--- config.mk ---
export PLATFORM = sky130hd
export DESIGN_NAME = xor_checked_frame_validator
export DESIGN_NICKNAME = d
export VERILOG_FILES = /design/src/design/xcfv_pkg.sv /design/src/design/xcfv_frame_core.sv /design/src/design/xor_checked_frame_validator.sv
export SDC_FILE = /design/constraint.sdc
export NUM_CORES = 1
export LEC_CHECK = 0
export BUFFER_PORTS_ARGS = -buffer_cell sky130_fd_sc_hd__buf_2
export CORE_ASPECT_RATIO = 1.1
export CORE_MARGIN = 2
export CORE_UTILIZATION = 30
export DETAILED_ROUTE_END_ITERATION = 16
export GPL_TIMING_DRIVEN = 0
export PLACE_DENSITY_LB_ADDON = 0.2
export SYNTH_ARGS = -nofsm -noshare
export SYNTH_HDL_FRONTEND = slang
export SYNTH_HIERARCHICAL = 1
export SYNTH_SLANG_ARGS = --single-unit
export TNS_END_PERCENT = 1
--- constraint.sdc ---
create_clock -name i_clk -period 10.7 [get_ports i_clk]
set_input_delay 2.14 -clock i_clk [delete_from_list [all_inputs] [get_ports i_clk]]
set_output_delay 2.14 -clock i_clk [all_outputs]
set_load 0.005 [all_outputs]
--- src/design/xcfv_pkg.sv ---
// ----------------------------------------------------------------------------
// xcfv_pkg
// Types and constants shared by the frame validator modules.
// ----------------------------------------------------------------------------
package xcfv_pkg;

    localparam int MAX_FRAME_BYTES_DEF = 256;
    localparam int WIN_DEPTH           = 5;
    localparam int CFG_IDX_W           = 3;
    localparam int CFG_DATA_W          = 9;

    localparam logic [31:0] SUM_BIAS = 32'h0000_00AA;

    localparam logic [CFG_IDX_W-1:0] CFG_HEADER      = 3'd0;
    localparam logic [CFG_IDX_W-1:0] CFG_FOOTER      = 3'd1;
    localparam logic [CFG_IDX_W-1:0] CFG_UPDATE_THR  = 3'd2;
    localparam logic [CFG_IDX_W-1:0] CFG_SHORT_LEN   = 3'd3;
    localparam logic [CFG_IDX_W-1:0] CFG_LONG_LEN    = 3'd4;

    localparam logic [7:0] HEADER_RST     = 8'd0;
    localparam logic [7:0] FOOTER_RST     = 8'd0;
    localparam logic [7:0] UPDATE_THR_RST = 8'd0;
    localparam logic [8:0] SHORT_LEN_RST  = 9'd5;
    localparam logic [8:0] LONG_LEN_RST   = 9'd256;

    typedef enum logic [2:0] {
        VERDICT_SHORT_HOST   = 3'd0,
        VERDICT_LONG_HOST    = 3'd1,
        VERDICT_UNKNOWN_HOST = 3'd2,
        VERDICT_UPDATE       = 3'd3,
        VERDICT_FRAMING_ERR  = 3'd4,
        VERDICT_SUM_MISMATCH = 3'd5
    } t_verdict;

    typedef struct packed {
        logic [7:0] rx_byte;
        logic       frame_end;
    } t_in_item;

    typedef struct packed {
        t_verdict    verdict;
        logic [7:0]  command_value;
        logic [8:0]  frame_length;
        logic [31:0] computed_sum;
    } t_out_item;

    typedef struct packed {
        logic [7:0] header_value;
        logic [7:0] footer_value;
        logic [7:0] update_command_threshold;
        logic [8:0] short_host_length;
        logic [8:0] long_host_length;
    } t_cfg;

endpackage

--- src/design/xcfv_frame_core.sv ---
// ----------------------------------------------------------------------------
// xcfv_frame_core
// Per-frame state: byte count, trailer window, payload word XOR and the
// verdict for the byte being transferred.
// ----------------------------------------------------------------------------
module xcfv_frame_core #(
    parameter int MAX_FRAME_BYTES = xcfv_pkg::MAX_FRAME_BYTES_DEF
) (
    input  logic                i_clk,
    input  logic                i_rst_n,
    input  logic                i_advance,
    input  xcfv_pkg::t_in_item  i_in,
    input  xcfv_pkg::t_cfg      i_cfg,
    output xcfv_pkg::t_out_item o_result
);

    localparam int POS_W = $clog2(MAX_FRAME_BYTES + 2);
    localparam int EXT_W = POS_W + 9;
    localparam int WD    = xcfv_pkg::WIN_DEPTH;

    logic [POS_W-1:0] r_pos,     n_pos;
    logic [31:0]      r_acc,     n_acc;
    logic [23:0]      r_partial, n_partial;
    logic             r_hdr,     n_hdr;
    logic [7:0]       r_cmd,     n_cmd;
    logic [7:0]       r_win [WD];
    logic [7:0]       n_win [WD];

    logic             take;
    logic [1:0]       lane;
    logic [7:0]       tail;
    logic [31:0]      sum;
    logic [31:0]      rx_sum;
    logic [EXT_W-1:0] len_x;

    always_comb begin
        take      = r_pos <= POS_W'(MAX_FRAME_BYTES);
        lane      = r_pos[1:0] + 2'd3;
        n_pos     = r_pos;
        n_acc     = r_acc;
        n_partial = r_partial;
        n_hdr     = r_hdr;
        n_cmd     = r_cmd;
        for (int k = 0; k < WD; k++) begin
            n_win[k] = r_win[k];
        end
        if (take) begin
            if (r_pos == '0) begin
                n_hdr = i_in.rx_byte == i_cfg.header_value;
            end
            if (r_pos == POS_W'(1)) begin
                n_cmd = i_in.rx_byte;
            end
            if (r_pos >= POS_W'(WD)) begin
                case (lane)
                    2'd0: n_partial[7:0]   = r_win[0];
                    2'd1: n_partial[15:8]  = r_win[0];
                    2'd2: n_partial[23:16] = r_win[0];
                    default: begin
                        n_acc     = r_acc ^ {r_win[0], r_partial};
                        n_partial = '0;
                    end
                endcase
            end
            for (int k = 0; k < WD - 1; k++) begin
                n_win[k] = r_win[k+1];
            end
            n_win[WD-1] = i_in.rx_byte;
            n_pos       = r_pos + POS_W'(1);
        end

        tail   = n_partial[7:0] ^ n_partial[15:8] ^ n_partial[23:16];
        sum    = (n_acc ^ {24'd0, tail}) + xcfv_pkg::SUM_BIAS;
        rx_sum = {n_win[3], n_win[2], n_win[1], n_win[0]};
        len_x  = EXT_W'(n_pos);

        o_result.command_value = n_cmd;
        o_result.frame_length  = len_x[8:0];
        o_result.computed_sum  = sum;
        if (n_pos < POS_W'(WD)) begin
            o_result.verdict = xcfv_pkg::VERDICT_FRAMING_ERR;
        end else if (n_pos > POS_W'(MAX_FRAME_BYTES)) begin
            o_result.verdict      = xcfv_pkg::VERDICT_FRAMING_ERR;
            o_result.computed_sum = '0;
        end else if (!n_hdr || n_win[WD-1] != i_cfg.footer_value) begin
            o_result.verdict = xcfv_pkg::VERDICT_FRAMING_ERR;
        end else if (rx_sum != sum) begin
            o_result.verdict = xcfv_pkg::VERDICT_SUM_MISMATCH;
        end else if (n_cmd >= i_cfg.update_command_threshold) begin
            o_result.verdict = xcfv_pkg::VERDICT_UPDATE;
        end else if (len_x == EXT_W'(i_cfg.short_host_length)) begin
            o_result.verdict = xcfv_pkg::VERDICT_SHORT_HOST;
        end else if (len_x == EXT_W'(i_cfg.long_host_length)) begin
            o_result.verdict = xcfv_pkg::VERDICT_LONG_HOST;
        end else begin
            o_result.verdict = xcfv_pkg::VERDICT_UNKNOWN_HOST;
        end
    end

    always_ff @(posedge i_clk) begin
        if (!i_rst_n || (i_advance && i_in.frame_end)) begin
            r_pos     <= '0;
            r_acc     <= '0;
            r_partial <= '0;
            r_hdr     <= 1'b0;
            r_cmd     <= '0;
            for (int k = 0; k < WD; k++) begin
                r_win[k] <= '0;
            end
        end else if (i_advance) begin
            r_pos     <= n_pos;
            r_acc     <= n_acc;
            r_partial <= n_partial;
            r_hdr     <= n_hdr;
            r_cmd     <= n_cmd;
            for (int k = 0; k < WD; k++) begin
                r_win[k] <= n_win[k];
            end
        end
    end

endmodule

--- src/design/xor_checked_frame_validator.sv ---
// ----------------------------------------------------------------------------
// xor_checked_frame_validator
// Checks framing and the word XOR checksum of received frames.
// ----------------------------------------------------------------------------
// Input channel: one frame byte per transfer (i_valid / o_stall), with
// frame_end set on the last byte of a frame. One byte is taken every cycle
// while o_stall is low; in that cycle the trailer window shifts and the byte
// leaving it fills a partial word, XORed into the payload word once full.
// Output channel: one result per frame (o_valid / i_stall), presented in the
// cycle after the last byte is transferred, from a single output register.
// A held result does not block the input; o_stall rises only when a result
// is waiting and the receiver stalls, since the register cannot be freed.
// Configuration: write port i_cfg_valid / o_cfg_ready, always ready;
// index 0 header, 1 footer, 2 update threshold, 3 short host length,
// 4 long host length. Other indexes are dropped.
// Reset: synchronous, active low; clears frame state, drops any held result
// and loads the register defaults (0, 0, 0, 5, 256).
// ----------------------------------------------------------------------------
module xor_checked_frame_validator #(
    parameter int MAX_FRAME_BYTES = xcfv_pkg::MAX_FRAME_BYTES_DEF
) (
    input  logic                                i_clk,
    input  logic                                i_rst_n,
    input  logic                                i_valid,
    output logic                                o_stall,
    input  xcfv_pkg::t_in_item                  i_in,
    output logic                                o_valid,
    input  logic                                i_stall,
    output xcfv_pkg::t_out_item                 o_result,
    input  logic                                i_cfg_valid,
    output logic                                o_cfg_ready,
    input  logic [xcfv_pkg::CFG_IDX_W-1:0]      i_cfg_index,
    input  logic [xcfv_pkg::CFG_DATA_W-1:0]     i_cfg_data
);

    xcfv_pkg::t_cfg      r_cfg;
    xcfv_pkg::t_out_item r_out;
    xcfv_pkg::t_out_item core_result;
    logic                r_out_valid;
    logic                advance;

    assign o_cfg_ready = 1'b1;
    assign o_stall     = r_out_valid & i_stall;
    assign advance     = i_valid & ~o_stall;
    assign o_valid     = r_out_valid;
    assign o_result    = r_out;

    always_ff @(posedge i_clk) begin
        if (!i_rst_n) begin
            r_cfg.header_value             <= xcfv_pkg::HEADER_RST;
            r_cfg.footer_value             <= xcfv_pkg::FOOTER_RST;
            r_cfg.update_command_threshold <= xcfv_pkg::UPDATE_THR_RST;
            r_cfg.short_host_length        <= xcfv_pkg::SHORT_LEN_RST;
            r_cfg.long_host_length         <= xcfv_pkg::LONG_LEN_RST;
        end else if (i_cfg_valid) begin
            unique case (i_cfg_index)
                xcfv_pkg::CFG_HEADER:     r_cfg.header_value <= i_cfg_data[7:0];
                xcfv_pkg::CFG_FOOTER:     r_cfg.footer_value <= i_cfg_data[7:0];
                xcfv_pkg::CFG_UPDATE_THR: r_cfg.update_command_threshold <= i_cfg_data[7:0];
                xcfv_pkg::CFG_SHORT_LEN:  r_cfg.short_host_length <= i_cfg_data[8:0];
                xcfv_pkg::CFG_LONG_LEN:   r_cfg.long_host_length <= i_cfg_data[8:0];
                default: begin
                end
            endcase
        end
    end

    xcfv_frame_core #(
        .MAX_FRAME_BYTES(MAX_FRAME_BYTES)
    ) u_core (
        .i_clk     (i_clk),
        .i_rst_n   (i_rst_n),
        .i_advance (advance),
        .i_in      (i_in),
        .i_cfg     (r_cfg),
        .o_result  (core_result)
    );

    always_ff @(posedge i_clk) begin
        if (!i_rst_n) begin
            r_out_valid <= 1'b0;
        end else if (advance && i_in.frame_end) begin
            r_out_valid <= 1'b1;
        end else if (!i_stall) begin
            r_out_valid <= 1'b0;
        end
    end

    always_ff @(posedge i_clk) begin
        if (advance && i_in.frame_end) begin
            r_out <= core_result;
        end
    end

endmodule

==> results of run 1 <==
==> how the worst max path moves through the flow <==
stage                            startpoint                      to
4_1_cts        u_core/r_pos[0]$_SDFFE_PP0P_  o_result[49]$_DFFE_PP_
3_5_place_dp   u_core/r_pos[0]$_SDFFE_PP0P_  o_result[49]$_DFFE_PP_
3_3_place_gp   u_core/r_pos[0]$_SDFFE_PP0P_  o_result[49]$_DFFE_PP_
2_1_floorplan  u_core/r_pos[0]$_SDFFE_PP0P_  o_result[49]$_DFFE_PP_
5_1_grt        u_core/r_pos[0]$_SDFFE_PP0P_  o_result[49]$_DFFE_PP_
6_report       u_core/r_pos[0]$_SDFFE_PP0P_  o_result[49]$_DFFE_PP_
==> critical path, stage by stage (launching register included) <==
cell and delay (ps):
sky130_fd_sc_hd__dfxtp_1 400, sky130_fd_sc_hd__clkbuf_1 490, sky130_fd_sc_hd__inv_1 260, sky130_fd_sc_hd__ha_1 340
sky130_fd_sc_hd__nor3b_1 380, sky130_fd_sc_hd__nand2_1 130, sky130_fd_sc_hd__a21oi_1 390, sky130_fd_sc_hd__mux2_2 400
sky130_fd_sc_hd__o41a_1 480, sky130_fd_sc_hd__o21a_1 250, sky130_fd_sc_hd__or2_0 220, sky130_fd_sc_hd__clkbuf_1 230
sky130_fd_sc_hd__ha_1 300, sky130_fd_sc_hd__nor4_1 510, sky130_fd_sc_hd__nor3_1 180, sky130_fd_sc_hd__a211oi_4 560
sky130_fd_sc_hd__xnor2_1 230, sky130_fd_sc_hd__a221o_1 370, sky130_fd_sc_hd__a2111oi_0 320, sky130_fd_sc_hd__and4_1 380
sky130_fd_sc_hd__a31oi_1 130
==> power groups by stage <==
stage	combinational (mW)	sequential, mW	clock [mW]
2_1_floorplan	0.158	0.887	0
3_5_place_dp	0.254	0.889	0
6_report	0.256	0.872	0.954
5_1_grt	0.275	0.874	1.01
4_1_cts	0.254	0.872	0.978
3_3_place_gp	0.251	0.890	0
==> cell type report <==
class                           count  area (um^2)
Sequential cell                   209         5105
Multi-Input combinational cell   1142         7819
Fill cell                        4596        28830
Inverter                           38        142.6
Timing Repair Buffer               81        435.4
Clock buffer                       36        795.8
Clock inverter                     10        142.6
Tap cell                          581        726.9
Buffer                            114        491.7
==> sequential cells by signal, summed over array words and instances, names as in the netlist <==
| register | count |
|---|---|
| o_result | 52 |
| r_cfg | 42 |
| u_core/r_win | 40 |
| u_core/r_acc | 32 |
| u_core/r_partial | 24 |
| u_core/r_pos | 9 |
| u_core/r_cmd | 8 |
| o_valid | 1 |
| u_core/r_hdr | 1 |
==> layout by cell type (no fill, tap or decap), types with 16 or more instances in the layout <==
cell,instances
sky130_fd_sc_hd__nand2_1,165
sky130_fd_sc_hd__nor2b_1,25
sky130_fd_sc_hd__a21oi_1,40
sky130_fd_sc_hd__clkbuf_1,84
sky130_fd_sc_hd__nor2_1,183
sky130_fd_sc_hd__buf_2,97
sky130_fd_sc_hd__edfxtp_1,92
sky130_fd_sc_hd__nand2b_1,23
sky130_fd_sc_hd__a32oi_1,21
sky130_fd_sc_hd__clkbuf_16,29
sky130_fd_sc_hd__xor2_1,76
sky130_fd_sc_hd__nor3_1,25
sky130_fd_sc_hd__nand3_1,36
sky130_fd_sc_hd__xnor2_1,86
sky130_fd_sc_hd__o21ai_0,37
sky130_fd_sc_hd__mux2i_1,92
sky130_fd_sc_hd__inv_1,37
sky130_fd_sc_hd__a31oi_1,16
sky130_fd_sc_hd__dfxtp_1,117
==> through the flow <==
stage               cell area [um^2]  hold WS (ps)  instances  power, mW
finish                         15660         466.1       2211      2.082
CTS                            15660         470.6       2211      2.105
floorplan                      13550         434.7       1503      1.044
detailed placement             14720         454.8       2165      1.143
global placement               14670         451.8       2163      1.141
global route                   15660         488.4       2211      2.155
==> metal layers <==
metal | vias to the layer above | routed length [um] | share of wire, %
met3 | 87 | 2454 | 5.1
met2 | 397 | 22790 | 48
met5 | - | 0 | 0
met4 | 0 | 1699 | 3.5
met1 | 5811 | 20940 | 44
li1 | 5593 | - | -
==> cells by family after synthesis <==
family	Yosys count	synth area share [%]
adders and majority gates	14	1.293
and+or+nand+nor	574	20.53
muxes	103	7.711
xor gates and xnor gates	174	12.43
DFF	209	37.68
AOI/OAI and AO/OA	276	15.65
other	1	0.02768
buffers and inverters	152	4.682
==> results.cfg, run 1 <==
[run_status]
outcome = finished, final reports clean

[layout]
fin_util_pct = 35.20
final_net_count = 1651
layout-drive-gt1-share_pct = 11.90
antenna_cells = 0
syn_to_final_growth_pct = 15.58

[die]
fp.dieArea_um2 = 46880
num_rows = 81
die_height_um = 226.9
io_pins = 81
initial_utilization_pct = 30.45
design.core.area_um2 = 44490
die_w_um = 206.6

[cts]
cts_tree = yes
cts_htree_levels = 1
number_of_sinks_on_the_clock_net = 209
cts-hold-fix-buffers = 0
source_to_sink_clock_delay_at_the_later_pin_of_the_worst_skew_pair_ps = 560
post_cts.resized_instances = 0
cts-buffers-inserted = 25
number_of_post_cts_setup_repair_buffers = 0
clock_tree.buffer_depth = 3
cts.root.buffer_cell = sky130_fd_sc_hd__clkbuf_16
cts.reportedPaths.clkPinSlew_ps = 60

[placed_design]
globalplace.congestion = 0.9473
place.detailed.hpwl_mm = 36.78
portBuffers = 79
dp_slack_ps = 3674

[global_route]
antenna_found_initial = 0
busiest_layer = met2
largest_net_degree_at_the_start_of_global_routing = 36
gr-usage-all-layers_pct = 20.22
overflow = 0
grtUsageMet2_pct = 34.29
grt_pass1_vias = 11300
gr-usage-met1_pct = 26.23
grt.met3_usage_pct = 2.659
grt_pass1_wl_mm = 71.16

[setup_path]
worst_setup_path_start_kind = flop
reg2reg_setup_slack_ps = 3460
worst_r2r_endpoint = o_result[49]$_DFFE_PP_
required_time_reported_for_the_critical_path_endpoint_ps = 10990
r2r.worst_path.cells = 20
signal_arrival_time_at_the_worst_endpoint_ps = 7530
critical_path.reg2reg.startpoint = u_core/r_pos[0]$_SDFFE_PP0P_
cp_max_fo = 10
crit_type = reg2reg
cp-end-kind = flop

[pwr]
switching_power_mw = 0.5505
combinational_share_of_power_pct = 12.3
irDropWorstVdd_mv = 0.1119
design_internal_power_mw = 1.532
total_leakage_power_nw = 5.915
seqPwrFrac_pct = 41.9
p_sw_share_pct = 26.44
powerDensity_nw_per_um2 = 133.0
pwr-share-clk_pct = 45.8

[min_path]
hold_end = r_cfg[20]$_SDFFE_PN0P_
worstHoldPathType = reg2reg
hold-path-cell-count = 2
min-delay-start = r_cfg[20]$_SDFFE_PN0P_

[synth]
synth_enable_flop_cells = 92
synth_seq_cells = 209
post_synth_most_frequent_cells = 184 x sky130_fd_sc_hd__nor2_1, 165 x sky130_fd_sc_hd__nand2_1, 117 x sky130_fd_sc_hd__dfxtp_1
synth.largest_area_cell = sky130_fd_sc_hd__edfxtp_1
synth-warning-count = 6
synthCells = 1503
post-synth-top-area-fraction_pct = 20.39
post-synth-top-count-cell = sky130_fd_sc_hd__nor2_1
synthesis.area_per_instance_um2 = 9.014
seq_area_frac_synth_pct = 37.68
netlist-cell-type-count = 100
synth-async-reset-ratio_pct = 0
syn_nets = 1543
top_flip_flop_cell_by_instance_count_after_synthesis = sky130_fd_sc_hd__dfxtp_1
mappedNetlistArea_um2 = 13550
synth.top_cells.by_area = sky130_fd_sc_hd__edfxtp_1 20%, sky130_fd_sc_hd__dfxtp_1 17%, sky130_fd_sc_hd__mux2i_1 6.8%, sky130_fd_sc_hd__xnor2_1 5.6%, sky130_fd_sc_hd__nor2_1 5.1%

[routing]
vias = 11888
total_routed_length_mm = 47.88
drc_violations = 0
detailedRoute.firstIterationViolations = 979
drtAntennaViolNets = 0
vias_per_cell = 5.377
route.detailed.wl_per_inst_um = 21.66
dr.pass1.iters = 5

[timing]
final_worst_setup_slack_ps = 3458
final.min_clock_period_ps = 7242
post-route-period-util_pct = 67.68
fin_tns_setup_ps = 0
worst_pin_slew_ps = 1344
relSlewSlack_pct = 9.595
final.setup_skew_ps = 15.11
max_slew_violations = 0
max_clock_freq_ghz = 0.1381
grt_setup_unrepaired = false
timing_hold_violations_final = 0
timing.final.setup_violations = 0

[flow_run]
drv_cap = 0
Note: power is estimated with default switching activity, not from simulation.
==> inputs of run 2 (changes only) <==
- ABC_AREA: unset -> 1
- clock period: 10.7 -> 7.49 ns (I/O delays scaled with it)
==> results.cfg, run 2 <==
[placed_design]
place.detailed.hpwl_mm = 34.72
dp_slack_ps = 2295
globalplace.congestion = 0.9158
portBuffers = 79

[global_route]
grt_pass1_vias = 11586
largest_net_degree_at_the_start_of_global_routing = 38
gr-usage-all-layers_pct = 20.00
overflow = 0
grt_pass1_wl_mm = 69.00
antenna_found_initial = 0

[synth]
synth.top_cells.by_area = sky130_fd_sc_hd__edfxtp_1 21%, sky130_fd_sc_hd__dfxtp_1 18%, sky130_fd_sc_hd__nand2_1 15%, sky130_fd_sc_hd__nor2_1 7.3%, sky130_fd_sc_hd__inv_1 6.8%
top_flip_flop_cell_by_instance_count_after_synthesis = sky130_fd_sc_hd__dfxtp_1
synth_seq_cells = 209
synthesis.area_per_instance_um2 = 6.857
syn_nets = 1916
synth-warning-count = 6
synth.largest_area_cell = sky130_fd_sc_hd__edfxtp_1
synthCells = 1876
post-synth-top-count-cell = sky130_fd_sc_hd__nand2_1
netlist-cell-type-count = 49
synth-async-reset-ratio_pct = 0
mappedNetlistArea_um2 = 12860
synth_enable_flop_cells = 92
post_synth_most_frequent_cells = 509 x sky130_fd_sc_hd__nand2_1, 250 x sky130_fd_sc_hd__nor2_1, 232 x sky130_fd_sc_hd__inv_1
post-synth-top-area-fraction_pct = 21.48
seq_area_frac_synth_pct = 39.68

[cts]
cts-hold-fix-buffers = 0
post_cts.resized_instances = 0
clock_tree.buffer_depth = 3
source_to_sink_clock_delay_at_the_later_pin_of_the_worst_skew_pair_ps = 550
cts_tree = yes
cts_htree_levels = 1
number_of_post_cts_setup_repair_buffers = 0
cts-buffers-inserted = 26
number_of_sinks_on_the_clock_net = 209
cts.root.buffer_cell = sky130_fd_sc_hd__clkbuf_16
cts.reportedPaths.clkPinSlew_ps = 60

[routing]
drtAntennaViolNets = 0
vias = 12412
vias_per_cell = 4.818
total_routed_length_mm = 45.20
route.detailed.wl_per_inst_um = 17.55
dr.pass1.iters = 5
detailedRoute.firstIterationViolations = 874
drc_violations = 0

[timing]
final_worst_setup_slack_ps = 2244
final.min_clock_period_ps = 5246
grt_setup_unrepaired = false
max_clock_freq_ghz = 0.1906
relSlewSlack_pct = 14.52
max_slew_violations = 0
post-route-period-util_pct = 70.04
timing_hold_violations_final = 0
worst_pin_slew_ps = 1282
final.setup_skew_ps = 14.54
timing.final.setup_violations = 0

[setup_path]
r2r.worst_path.cells = 16
critical_path.reg2reg.startpoint = u_core/r_pos[0]$_SDFFE_PP0P_
required_time_reported_for_the_critical_path_endpoint_ps = 7730
worst_setup_path_start_kind = flop
critical-path-max-stage-delay_ps = 990
worst_r2r_endpoint = o_result[1]$_DFFE_PP_
cp_max_fo = 10
reg2reg_setup_slack_ps = 2240
signal_arrival_time_at_the_worst_endpoint_ps = 5490
cp-end-kind = flop
timing.critical_path.cells = buf_2, inv_1, ha_1, nand2_1, o21ai_4, inv_1, buf_2, clkbuf_1, nand2_1, o21ai_0, inv_1, nand2_1, nor2_1, a21oi_1, clkbuf_1, nor2_1
crit_type = reg2reg
critPathSlowestCell = sky130_fd_sc_hd__a21oi_1

[die]
fp.dieArea_um2 = 44550
initial_utilization_pct = 30.41
num_rows = 79
design.core.area_um2 = 42310
die_w_um = 201.4
die_height_um = 221.2
io_pins = 81

[layout]
final_cell_mix = 508 x sky130_fd_sc_hd__nand2_1, 250 x sky130_fd_sc_hd__nor2_1, 232 x sky130_fd_sc_hd__inv_1
syn_to_final_growth_pct = 16.30
antenna_cells = 0
most_common_cell_after_layout_fill_and_taps_aside = sky130_fd_sc_hd__nand2_1
final_net_count = 2029
largest_reg_flops = 52
layout-drive-gt1-share_pct = 11.05

[run_status]
outcome = finished, final reports clean

[flow_run]
drv_cap = 0

[pwr]
powerDensity_nw_per_um2 = 246.4
totalPowerFinal_mw = 3.686
total_leakage_power_nw = 6.825
irDropWorstVdd_mv = 0.1490

[min_path]
hold-path-cell-count = 2
min-delay-start = r_cfg[21]$_SDFFE_PN0P_
worstHoldPathType = reg2reg
hold_end = r_cfg[21]$_SDFFE_PN0P_
## run 2: changes by cell type after synthesis, moves of 66 or more
cell and delta:
sky130_fd_sc_hd__o21ai_0 +93, sky130_fd_sc_hd__xnor2_1 -66, sky130_fd_sc_hd__nor2_1 +66, sky130_fd_sc_hd__inv_1 +195, sky130_fd_sc_hd__nand3_1 +134, sky130_fd_sc_hd__mux2i_1 -90
sky130_fd_sc_hd__nand2_1 +344
## run 2: per-layer routing
| layer | up-vias | routed length, um | global-route usage [%] |
|---|---|---|---|
| li1 | 6217 | - | - |
| met1 | 5719 | 20410 | 27.08 |
| met2 | 384 | 20580 | 32.90 |
| met3 | 92 | 2561 | 2.386 |
| met4 | 0 | 1658 | 6.997 |
| met5 | - | 0 | 0 |
## run 2: through the flow
step | TNS, ps | util (%) | hold WS [ps] | instance area [um^2] | std cells
after floorplan | 0 | - | 443.4 | 12860 | 1876
after global placement | -21350 | 33.02 | 463.1 | 13970 | 2522
after detailed placement | 0 | 33.22 | 473.7 | 14050 | 2528
after CTS | 0 | 35.36 | 486.4 | 14960 | 2576
after global routing | 0 | 35.36 | 506.5 | 14960 | 2576
final | 0 | 35.36 | 480.8 | 14960 | 2576
## run 2: where the power goes
group          internal [mW]  switching [mW]
Combinational          0.294           0.713
Sequential              1.28          0.0551
Clock                  0.820           0.521
Total                   2.40            1.29
## run 2: worst max path at each step
stage / from / to / slack [ps]
3_5_place_dp: u_core/r_pos[0]$_SDFFE_PP0P_ / o_result[1]$_DFFE_PP_ / 2300
6_report: u_core/r_pos[0]$_SDFFE_PP0P_ / o_result[1]$_DFFE_PP_ / 2240
4_1_cts: u_core/r_pos[0]$_SDFFE_PP0P_ / o_result[1]$_DFFE_PP_ / 2270
3_3_place_gp: i_stall / o_result[1]$_DFFE_PP_ / -430
2_1_floorplan: i_stall / o_result[0]$_DFFE_PP_ / 1790
5_1_grt: u_core/r_pos[0]$_SDFFE_PP0P_ / o_result[1]$_DFFE_PP_ / 1930
## run 2: logic make-up (layout without fill, tap and decap cells)
logic type | after synthesis | in the layout | share of synthesized area, %
AND/OR/NAND/NOR | 1004 | 1004 | 32.88
buffers and inverters | 319 | 452 | 9.950
AO/OA/AOI/OAI | 258 | 258 | 10.55
flip-flops | 209 | 209 | 39.68
XOR/XNOR | 69 | 69 | 5.389
adder cells (fa/ha/maj) | 14 | 14 | 1.362
multiplexers | 2 | 2 | 0.1556
other | 1 | 1 | 0.02915
## run 2: final cells by class
type / instances / area (um^2)
timing repair buffer: 85 / 471.7
buffer: 73 / 356.6
clock inverter: 10 / 132.6
fill: 4731 / 27350
clock buffer: 38 / 775.7
inverter: 246 / 923.4
tap: 567 / 709.4
sequential: 209 / 5105
multi-input combinational: 1348 / 6486
## run 2: critical path: cells and delay by family, from the launching register on
family	cells	cell delay, ps
and+or+nand+nor	5	610
DFF	1	350
AOI/OAI and AO/OA	3	1390
buffers and inverters	7	2240
adders and majority gates	1	340
==> inputs of run 3 (changes only) <==
- clock period: 7.49 -> 5.3 ns (I/O delays scaled with it)
==> results.cfg, run 3 (same netlist as run 2, synthesis figures left out) <==
[setup_path]
crit_type = reg2reg
critPathTopFamily = simple AND/OR/NAND/NOR gates
critical_path.most_common_cell = sky130_fd_sc_hd__nand2_1
reg2reg_setup_slack_ps = 300
worst-path-buf-inv = 5
critical-path-max-stage-delay_ps = 490
worst_setup_path_start_kind = flop
signal_arrival_time_at_the_worst_endpoint_ps = 5290
cp_max_fo = 9
required_time_reported_for_the_critical_path_endpoint_ps = 5600
cp-end-kind = flop
critPathSlowestCell = sky130_fd_sc_hd__clkbuf_1

[cts]
number_of_sinks_on_the_clock_net = 209
cts_htree_levels = 1
clock_tree.buffer_depth = 3
cts.root.buffer_cell = sky130_fd_sc_hd__clkbuf_16
source_to_sink_clock_delay_at_the_later_pin_of_the_worst_skew_pair_ps = 550
cts.reportedPaths.clkPinSlew_ps = 60
cts-buffers-inserted = 26
cts_tree = yes

[timing]
max_clock_freq_ghz = 0.2001
relSlewSlack_pct = 43.33
max_slew_violations = 0
grt_setup_unrepaired = false
final.min_clock_period_ps = 4997
final.setup_skew_ps = 12.32
hold-worst-slack_ps = 480.7
worst_pin_slew_ps = 841.2
final_worst_setup_slack_ps = 303.3
timing_hold_violations_final = 0
timing.final.setup_violations = 0
post-route-period-util_pct = 94.28

[die]
design.core.area_um2 = 42310
die_height_um = 221.2
io_pins = 81
initial_utilization_pct = 30.41
die_w_um = 201.4
fp.dieArea_um2 = 44550
num_rows = 79

[run_status]
outcome = finished, final reports clean

[routing]
vias = 12361
total_routed_length_mm = 45.21
detailedRoute.firstIterationViolations = 862
vias_per_cell = 4.799
route.detailed.wl_per_inst_um = 17.55
drc_violations = 0
drtAntennaViolNets = 0
dr.pass1.iters = 5

[pwr]
irDropWorstVdd_mv = 0.2085
totalPowerFinal_mw = 5.209
powerDensity_nw_per_um2 = 348.1
total_leakage_power_nw = 6.825

[layout]
final_net_count = 2029
final_cell_mix = 508 x sky130_fd_sc_hd__nand2_1, 250 x sky130_fd_sc_hd__nor2_1, 232 x sky130_fd_sc_hd__inv_1
final-instance-count-excl-fill = 2576
most_common_cell_after_layout_fill_and_taps_aside = sky130_fd_sc_hd__nand2_1
largest_reg_flops = 52
layout.filler_cells = 4733
layout-drive-gt1-share_pct = 11.10
syn_to_final_growth_pct = 16.33
multi_input_comb_area_um2 = 6490
ff_latch_area_um2 = 5105
antenna_cells = 0

[placed_design]
dpl.cell_count = 2528
place.detailed.hpwl_mm = 34.72
portBuffers = 79
dp_slack_ps = 105.0
globalplace.congestion = 0.9158

[global_route]
antenna_found_initial = 0
gr-usage-all-layers_pct = 20.00
overflow = 0
grt_pass1_vias = 11586
largest_net_degree_at_the_start_of_global_routing = 38
grt_pass1_wl_mm = 69.00

[min_path]
worstHoldPathType = reg2reg

[flow_run]
drv_cap = 0
[run 3: changes by cell type in the layout (fill, tap and decap cells not counted)]
cell and change:
sky130_fd_sc_hd__a21oi_1 -1, sky130_fd_sc_hd__a21oi_2 +1
[run 3: final cells by class]
class,count,share of cell area (%)
multi-input combinational,1348,43.37
buffer,73,2.383
clock buffer,38,5.184
timing repair buffer,85,3.152
inverter,246,6.171
tap,567,4.741
clock inverter,10,0.8863
sequential,209,34.11
[run 3: what timing repair did]
item,CTS,global route
setup endpoints to repair,0,30
resized for setup,0,1
setup buffers,0,0
hold buffers,0,0
[run 3: per-layer routing]
layer  vias up  share of wire (%)  track usage (%)
li1       6218                  -                -
met1      5679                 45            27.08
met2       374                 46            32.90
met3        90                5.4            2.386
met4         0                3.6            6.997
met5         -                  0                0
[run 3: worst paths after layout]
path                                                    from                      to  cells after the start
worst min-delay path                  r_cfg[21]$_SDFFE_PN0P_  r_cfg[21]$_SDFFE_PN0P_                      2
worst max register to register  u_core/r_pos[0]$_SDFFE_PP0P_  o_result[49]$_DFFE_PP_                     26
worst max-delay path            u_core/r_pos[0]$_SDFFE_PP0P_  o_result[49]$_DFFE_PP_                     26
worst min register to register        r_cfg[21]$_SDFFE_PN0P_  r_cfg[21]$_SDFFE_PN0P_                      2
[run 3: power by group]
group	total [mW]	switching [mW]	leakage [nW]	internal (mW)
sequential	1.89	0.0774	1.90	1.81
clock	1.89	0.735	0.442	1.16
combinational	1.42	1.01	4.48	0.416
[run 3: through the flow]
stage	TNS, ps	util [%]	area, um^2
after floorplan	0	-	12860
after global placement	-112450	33.02	13970
after detailed placement	0	33.22	14050
after CTS	0	35.36	14960
after global routing	0	35.37	14960
final	0	35.37	14960
[run 3: worst register-to-register path: stages, from the launching register on]
cell,delay [ps]
sky130_fd_sc_hd__dfxtp_1,350
sky130_fd_sc_hd__buf_2,250
sky130_fd_sc_hd__inv_1,210
sky130_fd_sc_hd__ha_1,320
sky130_fd_sc_hd__clkbuf_1,490
sky130_fd_sc_hd__nand2_1,110
sky130_fd_sc_hd__a21oi_1,200
sky130_fd_sc_hd__nand3_1,90
sky130_fd_sc_hd__nand2_1,100
sky130_fd_sc_hd__inv_1,70
sky130_fd_sc_hd__nand2_1,80
sky130_fd_sc_hd__nand3_1,180
sky130_fd_sc_hd__nand2_1,180
sky130_fd_sc_hd__ha_1,220
sky130_fd_sc_hd__inv_1,80
sky130_fd_sc_hd__a21oi_2,280
sky130_fd_sc_hd__nand2_1,170
sky130_fd_sc_hd__nand2_2,140
sky130_fd_sc_hd__nand2_1,90
sky130_fd_sc_hd__xor2_1,360
sky130_fd_sc_hd__xor2_1,120
sky130_fd_sc_hd__nor2_1,150
sky130_fd_sc_hd__nand2_1,120
sky130_fd_sc_hd__nor2_2,140
sky130_fd_sc_hd__nand3_1,100
sky130_fd_sc_hd__nor2_1,100
sky130_fd_sc_hd__nor2_1,60
